<file path="src/hw/rtl/mcs_pkg.sv">
// Shared types and constants of the motion command sequencer.
// Depends on nothing; used by mcs_core and motion_command_sequencer.
package mcs_pkg;

	localparam logic [2:0] ST_IDLE      = 3'd0;
	localparam logic [2:0] ST_ACCEPTED  = 3'd1;
	localparam logic [2:0] ST_EXECUTING = 3'd2;
	localparam logic [2:0] ST_DONE      = 3'd3;
	localparam logic [2:0] ST_ABORTED   = 3'd4;
	localparam logic [2:0] ST_ERROR     = 3'd5;

	localparam logic REQ_CMD  = 1'b0;
	localparam logic REQ_TICK = 1'b1;

	localparam logic       REG_STATUS_PERIOD  = 1'b0;
	localparam logic       REG_IDLE_HEARTBEAT = 1'b1;
	localparam logic [15:0] STATUS_PERIOD_RST  = 16'd200;
	localparam logic [15:0] IDLE_HEARTBEAT_RST = 16'd1000;

	typedef struct packed {
		logic               req_type;
		logic               malformed;
		logic signed [31:0] cmd_id;
		logic signed [31:0] left_dir_raw;
		logic signed [31:0] left_pwm_raw;
		logic signed [31:0] right_dir_raw;
		logic signed [31:0] right_pwm_raw;
		logic signed [31:0] run_len;
	} item_t;

	typedef struct packed {
		logic signed [31:0] status_id;
		logic [2:0]         status_state;
		logic               status_left_dir;
		logic [7:0]         status_left_pwm;
		logic               status_right_dir;
		logic [7:0]         status_right_pwm;
		logic [30:0]        ms_left;
		logic               last_of_run;
		logic               drive_left_dir;
		logic [7:0]         drive_left_duty;
		logic               drive_right_dir;
		logic [7:0]         drive_right_duty;
	} res_t;

endpackage

</file>
<file path="src/hw/rtl/mcs_core.sv">
// Command and tick decision logic with the sequencer state registers.
// Depends on mcs_pkg. Gives up to two result beats per item.
module mcs_core
	import mcs_pkg::*;
#(
	parameter int unsigned DUTY_MAX = 255
) (
	input  logic        clk,
	input  logic        arst_n,
	input  item_t       item,
	input  logic        fire,
	input  logic [15:0] status_period,
	input  logic [15:0] idle_heartbeat,
	output logic [1:0]  n_res,
	output res_t        res0,
	output res_t        res1
);

	localparam int unsigned CapInt = (DUTY_MAX > 255) ? 255 : DUTY_MAX;
	localparam logic [7:0] DutyCap = 8'(CapInt);

	logic        busy_q, forever_q;
	logic [31:0] active_id_q;
	logic        ldir_q, rdir_q;
	logic [7:0]  lduty_q, rduty_q;
	logic [30:0] time_left_q;
	logic [15:0] since_q;

	logic        busy_d, forever_d;
	logic [31:0] active_id_d;
	logic        ldir_d, rdir_d;
	logic [7:0]  lduty_d, rduty_d;
	logic [30:0] time_left_d;
	logic [15:0] since_d;

	logic [15:0] since_inc;
	logic [30:0] tl_dec;
	logic        bad_val, stop_cmd;

	function automatic logic [7:0] clamp_duty(input logic on, input logic [7:0] duty);
		logic [7:0] r;
		r = 8'd0;
		if (on)
			r = (duty > DutyCap) ? DutyCap : duty;
		return r;
	endfunction

	function automatic res_t mk_res(
		input logic [31:0] id, input logic [2:0] st,
		input logic sld, input logic [7:0] slp, input logic srd, input logic [7:0] srp,
		input logic [30:0] rem, input logic last,
		input logic on, input logic dl, input logic [7:0] pl,
		input logic dr, input logic [7:0] pr);
		res_t r;
		r.status_id        = id;
		r.status_state     = st;
		r.status_left_dir  = sld;
		r.status_left_pwm  = slp;
		r.status_right_dir = srd;
		r.status_right_pwm = srp;
		r.ms_left          = rem;
		r.last_of_run      = last;
		r.drive_left_dir   = dl;
		r.drive_left_duty  = clamp_duty(on, pl);
		r.drive_right_dir  = dr;
		r.drive_right_duty = clamp_duty(on, pr);
		return r;
	endfunction

	assign since_inc = (since_q == 16'hFFFF) ? since_q : since_q + 16'd1;
	assign tl_dec    = (time_left_q != 31'd0) ? time_left_q - 31'd1 : time_left_q;

	assign bad_val = (item.left_dir_raw  != 32'sd0 && item.left_dir_raw  != 32'sd1)
		|| (item.right_dir_raw != 32'sd0 && item.right_dir_raw != 32'sd1)
		|| (item.left_pwm_raw[31:8]  != 24'd0)
		|| (item.right_pwm_raw[31:8] != 24'd0)
		|| item.run_len[31];
	assign stop_cmd = (item.left_pwm_raw[7:0] == 8'd0) && (item.right_pwm_raw[7:0] == 8'd0);

	always_comb begin
		busy_d      = busy_q;
		forever_d   = forever_q;
		active_id_d = active_id_q;
		ldir_d      = ldir_q;
		rdir_d      = rdir_q;
		lduty_d     = lduty_q;
		rduty_d     = rduty_q;
		time_left_d = time_left_q;
		since_d     = 16'd0;
		n_res       = 2'd1;
		res0 = mk_res(active_id_q, ST_IDLE, 1'b0, 8'd0, 1'b0, 8'd0, 31'd0, 1'b1,
			busy_q, ldir_q, lduty_q, rdir_q, rduty_q);
		res1 = res0;

		if (item.req_type == REQ_TICK) begin
			if (busy_q && !forever_q) begin
				time_left_d = tl_dec;
				if (tl_dec == 31'd0) begin
					busy_d    = 1'b0;
					forever_d = 1'b0;
					res0 = mk_res(active_id_q, ST_DONE, 1'b0, 8'd0, 1'b0, 8'd0, 31'd0,
						1'b1, 1'b0, ldir_q, lduty_q, rdir_q, rduty_q);
				end else if (since_inc >= status_period) begin
					res0 = mk_res(active_id_q, ST_EXECUTING, ldir_q, lduty_q, rdir_q,
						rduty_q, tl_dec, 1'b1, 1'b1, ldir_q, lduty_q, rdir_q, rduty_q);
				end else begin
					n_res   = 2'd0;
					since_d = since_inc;
				end
			end else if (busy_q) begin
				if (since_inc >= status_period) begin
					res0 = mk_res(active_id_q, ST_EXECUTING, ldir_q, lduty_q, rdir_q,
						rduty_q, 31'd0, 1'b1, 1'b1, ldir_q, lduty_q, rdir_q, rduty_q);
				end else begin
					n_res   = 2'd0;
					since_d = since_inc;
				end
			end else if (since_inc >= idle_heartbeat) begin
				res0 = mk_res(32'd0, ST_IDLE, 1'b0, 8'd0, 1'b0, 8'd0, 31'd0, 1'b1,
					1'b0, ldir_q, lduty_q, rdir_q, rduty_q);
			end else begin
				n_res   = 2'd0;
				since_d = since_inc;
			end
		end else if (item.malformed) begin
			res0 = mk_res(32'hFFFF_FFFF, ST_ERROR, 1'b0, 8'd0, 1'b0, 8'd0, 31'd0, 1'b1,
				busy_q, ldir_q, lduty_q, rdir_q, rduty_q);
		end else if (bad_val) begin
			res0 = mk_res(item.cmd_id, ST_ERROR, 1'b0, 8'd0, 1'b0, 8'd0, 31'd0, 1'b1,
				busy_q, ldir_q, lduty_q, rdir_q, rduty_q);
		end else if (stop_cmd) begin
			busy_d    = 1'b0;
			forever_d = 1'b0;
			// abort report for the running command goes first, both with motors off
			res1 = mk_res(item.cmd_id, ST_DONE, 1'b0, 8'd0, 1'b0, 8'd0, 31'd0, 1'b1,
				1'b0, ldir_q, lduty_q, rdir_q, rduty_q);
			if (busy_q) begin
				n_res = 2'd2;
				res0 = mk_res(active_id_q, ST_ABORTED, 1'b0, 8'd0, 1'b0, 8'd0, 31'd0,
					1'b0, 1'b0, ldir_q, lduty_q, rdir_q, rduty_q);
			end else begin
				res0 = res1;
			end
		end else if (busy_q) begin
			res0 = mk_res(item.cmd_id, ST_ERROR, 1'b0, 8'd0, 1'b0, 8'd0,
				forever_q ? 31'd0 : time_left_q, 1'b1,
				1'b1, ldir_q, lduty_q, rdir_q, rduty_q);
		end else begin
			n_res       = 2'd2;
			busy_d      = 1'b1;
			forever_d   = (item.run_len == 32'sd0);
			active_id_d = item.cmd_id;
			ldir_d      = item.left_dir_raw[0];
			rdir_d      = item.right_dir_raw[0];
			lduty_d     = item.left_pwm_raw[7:0];
			rduty_d     = item.right_pwm_raw[7:0];
			time_left_d = item.run_len[30:0];
			// accepted beat still shows the old drive levels
			res0 = mk_res(item.cmd_id, ST_ACCEPTED, item.left_dir_raw[0],
				item.left_pwm_raw[7:0], item.right_dir_raw[0], item.right_pwm_raw[7:0],
				item.run_len[30:0], 1'b0, 1'b0, ldir_q, lduty_q, rdir_q, rduty_q);
			res1 = mk_res(item.cmd_id, ST_EXECUTING, item.left_dir_raw[0],
				item.left_pwm_raw[7:0], item.right_dir_raw[0], item.right_pwm_raw[7:0],
				item.run_len[30:0], 1'b1, 1'b1, item.left_dir_raw[0],
				item.left_pwm_raw[7:0], item.right_dir_raw[0], item.right_pwm_raw[7:0]);
		end
	end

	always_ff @(posedge clk or negedge arst_n) begin
		if (!arst_n) begin
			busy_q      <= 1'b0;
			forever_q   <= 1'b0;
			active_id_q <= 32'd0;
			ldir_q      <= 1'b0;
			rdir_q      <= 1'b0;
			lduty_q     <= 8'd0;
			rduty_q     <= 8'd0;
			time_left_q <= 31'd0;
			since_q     <= 16'd0;
		end else if (fire) begin
			busy_q      <= busy_d;
			forever_q   <= forever_d;
			active_id_q <= active_id_d;
			ldir_q      <= ldir_d;
			rdir_q      <= rdir_d;
			lduty_q     <= lduty_d;
			rduty_q     <= rduty_d;
			time_left_q <= time_left_d;
			since_q     <= since_d;
		end
	end

endmodule

</file>
<file path="src/hw/rtl/motion_command_sequencer.sv">
// Motion command sequencer top level: input stage, register port, result queue.
// Depends on mcs_pkg and mcs_core.
//
//   port group    | handshake          | moves
//   --------------+--------------------+----------------------------------
//   input beat    | in_valid/in_ready  | req_type, malformed, cmd_id, raw fields
//   result beat   | out_valid/out_ready| status_*, ms_left, last_of_run, drive_*
//   registers     | APB psel/penable   | status period (0x0), idle heartbeat (0x4)
//
// An input beat is registered, then decided; its zero, one or two results are pushed
// into a two-entry result queue; a result passes the input register and the queue
// register before it is offered. One item a cycle while results drain and the queue has
// room; an item giving two results waits until both queue slots are free. Reset clears
// control and sequencer state, not item or queue data, and restores register defaults.
// A stalled output stops input only once the queue cannot take the next item's results.
module motion_command_sequencer
	import mcs_pkg::*;
#(
	parameter int unsigned DUTY_MAX = 255
) (
	input  logic               clk,
	input  logic               arst_n,
	input  logic               psel,
	input  logic               penable,
	input  logic               pwrite,
	input  logic [2:0]         paddr,
	input  logic [31:0]        pwdata,
	output logic [31:0]        prdata,
	output logic               pready,
	input  logic               in_valid,
	output logic               in_ready,
	input  logic               req_type,
	input  logic               malformed,
	input  logic signed [31:0] cmd_id,
	input  logic signed [31:0] left_dir_raw,
	input  logic signed [31:0] left_pwm_raw,
	input  logic signed [31:0] right_dir_raw,
	input  logic signed [31:0] right_pwm_raw,
	input  logic signed [31:0] run_len,
	output logic               out_valid,
	input  logic               out_ready,
	output logic signed [31:0] status_id,
	output logic [2:0]         status_state,
	output logic               status_left_dir,
	output logic [7:0]         status_left_pwm,
	output logic               status_right_dir,
	output logic [7:0]         status_right_pwm,
	output logic [30:0]        ms_left,
	output logic               last_of_run,
	output logic               drive_left_dir,
	output logic [7:0]         drive_left_duty,
	output logic               drive_right_dir,
	output logic [7:0]         drive_right_duty
);

	logic [15:0] period_q, heartbeat_q;
	logic        cfg_wr;

	item_t       item_s1;
	logic        valid_s1;
	logic        fire;
	logic [1:0]  n_res;
	res_t        res0, res1;

	res_t        queue_q [2];
	logic        wr_ptr_q, rd_ptr_q;
	logic [1:0]  count_q;
	logic        pop;
	logic [1:0]  free;
	res_t        head;

	// register port
	assign pready = 1'b1;
	assign cfg_wr = psel && penable && pwrite;
	assign prdata = {16'd0, (paddr[2] == REG_IDLE_HEARTBEAT) ? heartbeat_q : period_q};

	always_ff @(posedge clk or negedge arst_n) begin
		if (!arst_n) begin
			period_q    <= STATUS_PERIOD_RST;
			heartbeat_q <= IDLE_HEARTBEAT_RST;
		end else if (cfg_wr) begin
			unique case (paddr[2])
				REG_STATUS_PERIOD:  period_q    <= pwdata[15:0];
				REG_IDLE_HEARTBEAT: heartbeat_q <= pwdata[15:0];
				default: ;
			endcase
		end
	end

	// input stage
	assign pop      = out_valid && out_ready;
	assign free     = 2'd2 - count_q + {1'b0, pop};
	assign fire     = valid_s1 && (n_res <= free);
	assign in_ready = !valid_s1 || fire;

	always_ff @(posedge clk or negedge arst_n) begin
		if (!arst_n)
			valid_s1 <= 1'b0;
		else if (in_ready)
			valid_s1 <= in_valid;
	end

	always_ff @(posedge clk) begin
		if (in_ready && in_valid) begin
			item_s1.req_type      <= req_type;
			item_s1.malformed     <= malformed;
			item_s1.cmd_id        <= cmd_id;
			item_s1.left_dir_raw  <= left_dir_raw;
			item_s1.left_pwm_raw  <= left_pwm_raw;
			item_s1.right_dir_raw <= right_dir_raw;
			item_s1.right_pwm_raw <= right_pwm_raw;
			item_s1.run_len       <= run_len;
		end
	end

	mcs_core #(
		.DUTY_MAX(DUTY_MAX)
	) u_core (
		.clk           (clk),
		.arst_n        (arst_n),
		.item          (item_s1),
		.fire          (fire),
		.status_period (period_q),
		.idle_heartbeat(heartbeat_q),
		.n_res         (n_res),
		.res0          (res0),
		.res1          (res1)
	);

	// result queue, two entries
	always_ff @(posedge clk or negedge arst_n) begin
		if (!arst_n) begin
			wr_ptr_q <= 1'b0;
			rd_ptr_q <= 1'b0;
			count_q  <= 2'd0;
		end else begin
			if (fire)
				wr_ptr_q <= wr_ptr_q ^ n_res[0];
			if (pop)
				rd_ptr_q <= ~rd_ptr_q;
			count_q <= count_q + (fire ? n_res : 2'd0) - {1'b0, pop};
		end
	end

	always_ff @(posedge clk) begin
		if (fire && n_res != 2'd0)
			queue_q[wr_ptr_q] <= res0;
		if (fire && n_res == 2'd2)
			queue_q[~wr_ptr_q] <= res1;
	end

	assign out_valid = (count_q != 2'd0);
	assign head      = queue_q[rd_ptr_q];

	assign status_id        = head.status_id;
	assign status_state     = head.status_state;
	assign status_left_dir  = head.status_left_dir;
	assign status_left_pwm  = head.status_left_pwm;
	assign status_right_dir = head.status_right_dir;
	assign status_right_pwm = head.status_right_pwm;
	assign ms_left          = head.ms_left;
	assign last_of_run      = head.last_of_run;
	assign drive_left_dir   = head.drive_left_dir;
	assign drive_left_duty  = head.drive_left_duty;
	assign drive_right_dir  = head.drive_right_dir;
	assign drive_right_duty = head.drive_right_duty;

endmodule

</file>
<file path="config.mk">
export PLATFORM = sky130hd
export DESIGN_NAME = motion_command_sequencer
export DESIGN_NICKNAME = d
export VERILOG_FILES = /design/src/hw/rtl/mcs_pkg.sv /design/src/hw/rtl/mcs_core.sv /design/src/hw/rtl/motion_command_sequencer.sv
export SDC_FILE = /design/constraint.sdc
export NUM_CORES = 1
export LEC_CHECK = 0
export BUFFER_PORTS_ARGS = -buffer_cell sky130_fd_sc_hd__buf_2
export CAP_MARGIN = 20
export CORE_UTILIZATION = 50
export DETAILED_ROUTE_END_ITERATION = 10
export GPL_TIMING_DRIVEN = 0
export HOLD_SLACK_MARGIN = 0.02
export PLACE_DENSITY = 0.71
export SYNTH_ARGS = -nofsm -noshare
export SYNTH_HDL_FRONTEND = slang
export SYNTH_SLANG_ARGS = --single-unit
</file>
<file path="constraint.sdc">
create_clock -name clk -period 10.6 [get_ports clk]
set_input_delay 1.06 -clock clk [delete_from_list [all_inputs] [get_ports clk]]
set_output_delay 1.06 -clock clk [all_outputs]
set_load 0.02 [all_outputs]
</file>
==> out/qor.log <==
INFO  outcome        run_status=finished, final reports clean
INFO  setup_path     end_kind=register
INFO  route          detail_route.wl_per_cell=23.4um
INFO  sta            final_hold_viol_count=0
INFO  grt            grt_start_max_net_pins=111
INFO  sta            final-max-slew-violation-count=0
INFO  floorplan      placement_rows=82
INFO  setup_path     rr_startpoint=u_core.since_q[3]
INFO  clock_network  cts-root-buf=clkbuf_16
INFO  power          power.density=269mW/mm^2
INFO  sta            fmax=110MHz
INFO  route          drt_drc_violations_left=0
INFO  sta            worst_slew_pin_slew=1.06ns
INFO  setup_path     worst_r2r_endpoint=queue_q[1][5]
INFO  place          post-dp-hpwl=54000um
INFO  place          detailedPlace.worstSlack=1.60ns
INFO  place          placed_cells=3143
INFO  floorplan      fp.dieH=228um
INFO  setup_path     crit_path_frequent_cell=nor2_1
INFO  floorplan      area_of_the_die=0.0520mm^2
INFO  sta            final-setup-viol-count=0
INFO  clock_network  clock_path_buffers=3
INFO  floorplan      initial_core_utilization=0.508
INFO  setup_path     cp.depth=30
INFO  final_layout   flow.area_growth_from_synthesis=18.3%
INFO  setup_path     worst_path_dominant_cell_family=simple AND/OR/NAND/NOR gates
INFO  grt            antenna_found_initial=7
INFO  synth          syn_area=0.0256mm^2
INFO  clock_network  cts-resized-gates=0
INFO  power          power.static_leakage=11.5nW
INFO  final_layout   final_core_utilization=0.601
INFO  grt            overall_global_routing_resource_usage=0.292
INFO  setup_path     required=11.06ns
INFO  route          vias_per_cell=6.05
INFO  place          port_buffers=337
INFO  synth          synth_cell_type_count=73
INFO  sta            setup_skew_after_layout=0.0224ns
INFO  clock_network  cts_max_level=2
INFO  sta            period_share=0.854
INFO  clock_network  post_cts.repair.setup_buffers=0
INFO  final_layout   design.final.nets=2810
INFO  clock_network  clock_insertion_delay_worst_skew=0.62ns
INFO  floorplan      pin_count=374
INFO  synth          synth.yosys.seq_area_share=0.602
INFO  synth          ys_ff_latch=536
INFO  synth          syn_avg_cell_area=12.1um^2
INFO  final_layout   final_layout_size_suffix_gt1_frac=0.268
INFO  grt            grt_first_pass_wirelength=116000um
INFO  sta            layout_setup_ws=1.54ns
INFO  synth          yosys_most_used_dff=edfxtp_1
INFO  setup_path     crit_fanout=10
INFO  synth          netlist_instances=2113
INFO  place          routabilityCongestion=0.989
INFO  setup_path     timing.critical_path.arrival=9.52ns
INFO  route          detail_route_antenna_nets=0
INFO  setup_path     startpoint=u_core.since_q[3]
INFO  setup_path     worstRegToRegCells=30
INFO  sta            finalSetupTns=0ns
INFO  setup_path     critical_path_end=queue_q[1][5]
INFO  setup_path     timing.critical_path.buf_inv=5
INFO  power          vdd_drop_max=0.000183V
INFO  final_layout   non_filler_instances=3252
INFO  route          drt_pass1_iterations=7
INFO  floorplan      core_region_area=0.0503mm^2
INFO  synth          synth-edff-count=396
INFO  setup_path     setup.worst_path.start_class=register
INFO  sta            slew_headroom=0.296
INFO  sta            hold-worst-slack=0.461ns
INFO  clock_network  cts_tree=built
INFO  route          dr.first_iter.drc_count=1849
INFO  clock_network  cts_sinks=536
INFO  route          route.vias.total=19700
INFO  setup_path     worst-setup-path-type=reg -> reg
INFO  final_layout   layout.cells.most_common_list=edfxtp_1, buf_2, nand2_1
INFO  setup_path     cp_slowest_stage_delay=0.87ns
INFO  setup_path     critPathSlowestCell=nor3_1
INFO  floorplan      floorplan.die.width=228um
INFO  sta            finalCriticalPeriod=9.06ns
INFO  clock_network  clk_pin_slew_worst_paths=0.06ns
INFO  job            maxCapViolations=0
INFO  final_layout   mostFrequentLayoutCell=edfxtp_1
INFO  setup_path     r2r_slack=1.54ns
INFO  grt            grt_pass1_vias=19700
INFO  clock_network  cts_hold_buffers=0
INFO  hold_path      timing.hold.worst.class=reg -> reg
INFO  route          drt-total-wl=76300um
INFO  clock_network  numCtsBuffers=56
INFO  sta            setup_repair_after_global_routing_missed_its_margin=false
INFO  synth          postSynth.asyncResetShare=0.254
INFO  synth          ys.warnings.count=0
INFO  grt            grt.overflow.total=0
cell families after synthesis:
| family | after synthesis | share of synthesized area |
|---|---|---|
| simple gates | 572 | 0.107 |
| flops | 536 | 0.602 |
| compound gates | 504 | 0.128 |
| mux | 229 | 0.0989 |
| buf+inv | 205 | 0.0345 |
| fa+ha+maj | 43 | 0.0211 |
| xor+xnor | 22 | 0.00754 |
| other cells | 2 | 0.000294 |
per-stage QoR:
step | cell area [um^2] | power (mW)
floorplan | 25600 | 5.03
finish | 30200 | 8.13
detailed placement | 28300 | 6.09
global placement | 28100 | 6.11
CTS | 30200 | 8.13
global route | 30200 | 8.48
synthesized netlist by cell type (all sizes together) (11+ instances only):
master / instances / area, um^2
mux2i: 40 / 400
nand3: 24 / 120
o21ai: 159 / 803
a32o: 33 / 330
o22ai: 17 / 106
nand4: 26 / 169
edfxtp: 396 / 11900
nor2: 114 / 444
nand2: 241 / 905
nor4: 55 / 384
buf: 44 / 274
ha: 43 / 538
or3: 15 / 104
o21a: 11 / 82.6
a21oi: 127 / 636
xnor2: 17 / 149
a22o: 30 / 263
clkbuf: 109 / 409
a31oi: 11 / 75.1
mux2: 189 / 2130
a221oi: 11 / 96.3
a32oi: 11 / 96.3
dfrtp: 127 / 3180
o2bb2ai: 34 / 298
a22oi: 14 / 105
inv: 52 / 198
nor3: 34 / 170
how the worst min path moves through the flow:
| stage | slack [ns] | cells past startpoint | end | from |
|---|---|---|---|---|
| after global placement | 0.44 | 2 | queue_q[0][70] | queue_q[0][70] |
| after detailed placement | 0.45 | 2 | queue_q[0][70] | queue_q[0][70] |
| after CTS | 0.46 | 2 | queue_q[0][70] | queue_q[0][70] |
| after global routing | 0.48 | 2 | queue_q[0][70] | queue_q[0][70] |
| final | 0.46 | 2 | queue_q[0][70] | queue_q[0][70] |
| after floorplan | 0.43 | 2 | queue_q[0][70] | queue_q[0][70] |
worst register-to-register path: cells and delay by family (launching register included):
kind                     cells  cell delay (ns)
AO/OA/AOI/OAI                6             1.92
adder cells (fa/ha/maj)      2             0.46
XOR/XNOR                     1             0.28
flip-flops                   1             0.32
buffers and inverters        5             1.48
AND/OR/NAND/NOR             16             4.47
sequential cells by signal, summed over array words and instances (netlist names), 2 cells and up:
register / flops
item_s1: 194
period_q: 16
queue_q: 206
u_core.active_id_q: 32
u_core.time_left_q: 31
u_core.since_q: 16
count_q: 2
u_core.rduty_q: 8
heartbeat_q: 16
u_core.lduty_q: 8
report_power, final:
| part | internal (mW) | switching [mW] |
|---|---|---|
| Sequential | 2.99 | 0.336 |
| Clock | 1.20 | 0.832 |
| Combinational | 0.857 | 1.92 |
area by class of cell:
cell class / instances / area (um^2)
fillers: 4054 / 20000
flip-flops and latches: 536 / 15400
multi-input cells: 1387 / 9350
repair buffers: 345 / 1850
clock buffers: 75 / 1590
well taps: 672 / 841
plain buffers: 153 / 683
clock inverters: 31 / 330
inverters: 52 / 203
diodes: 1 / 2.50
per-layer routing:
metal,global-route usage,share of wire,wire (um)
met1,0.374,0.39,30000
met2,0.475,0.47,35600
met3,0.0645,0.094,7190
met4,0.129,0.045,3430
met5,0,0.00098,75
(Power assumes the default switching activity.)
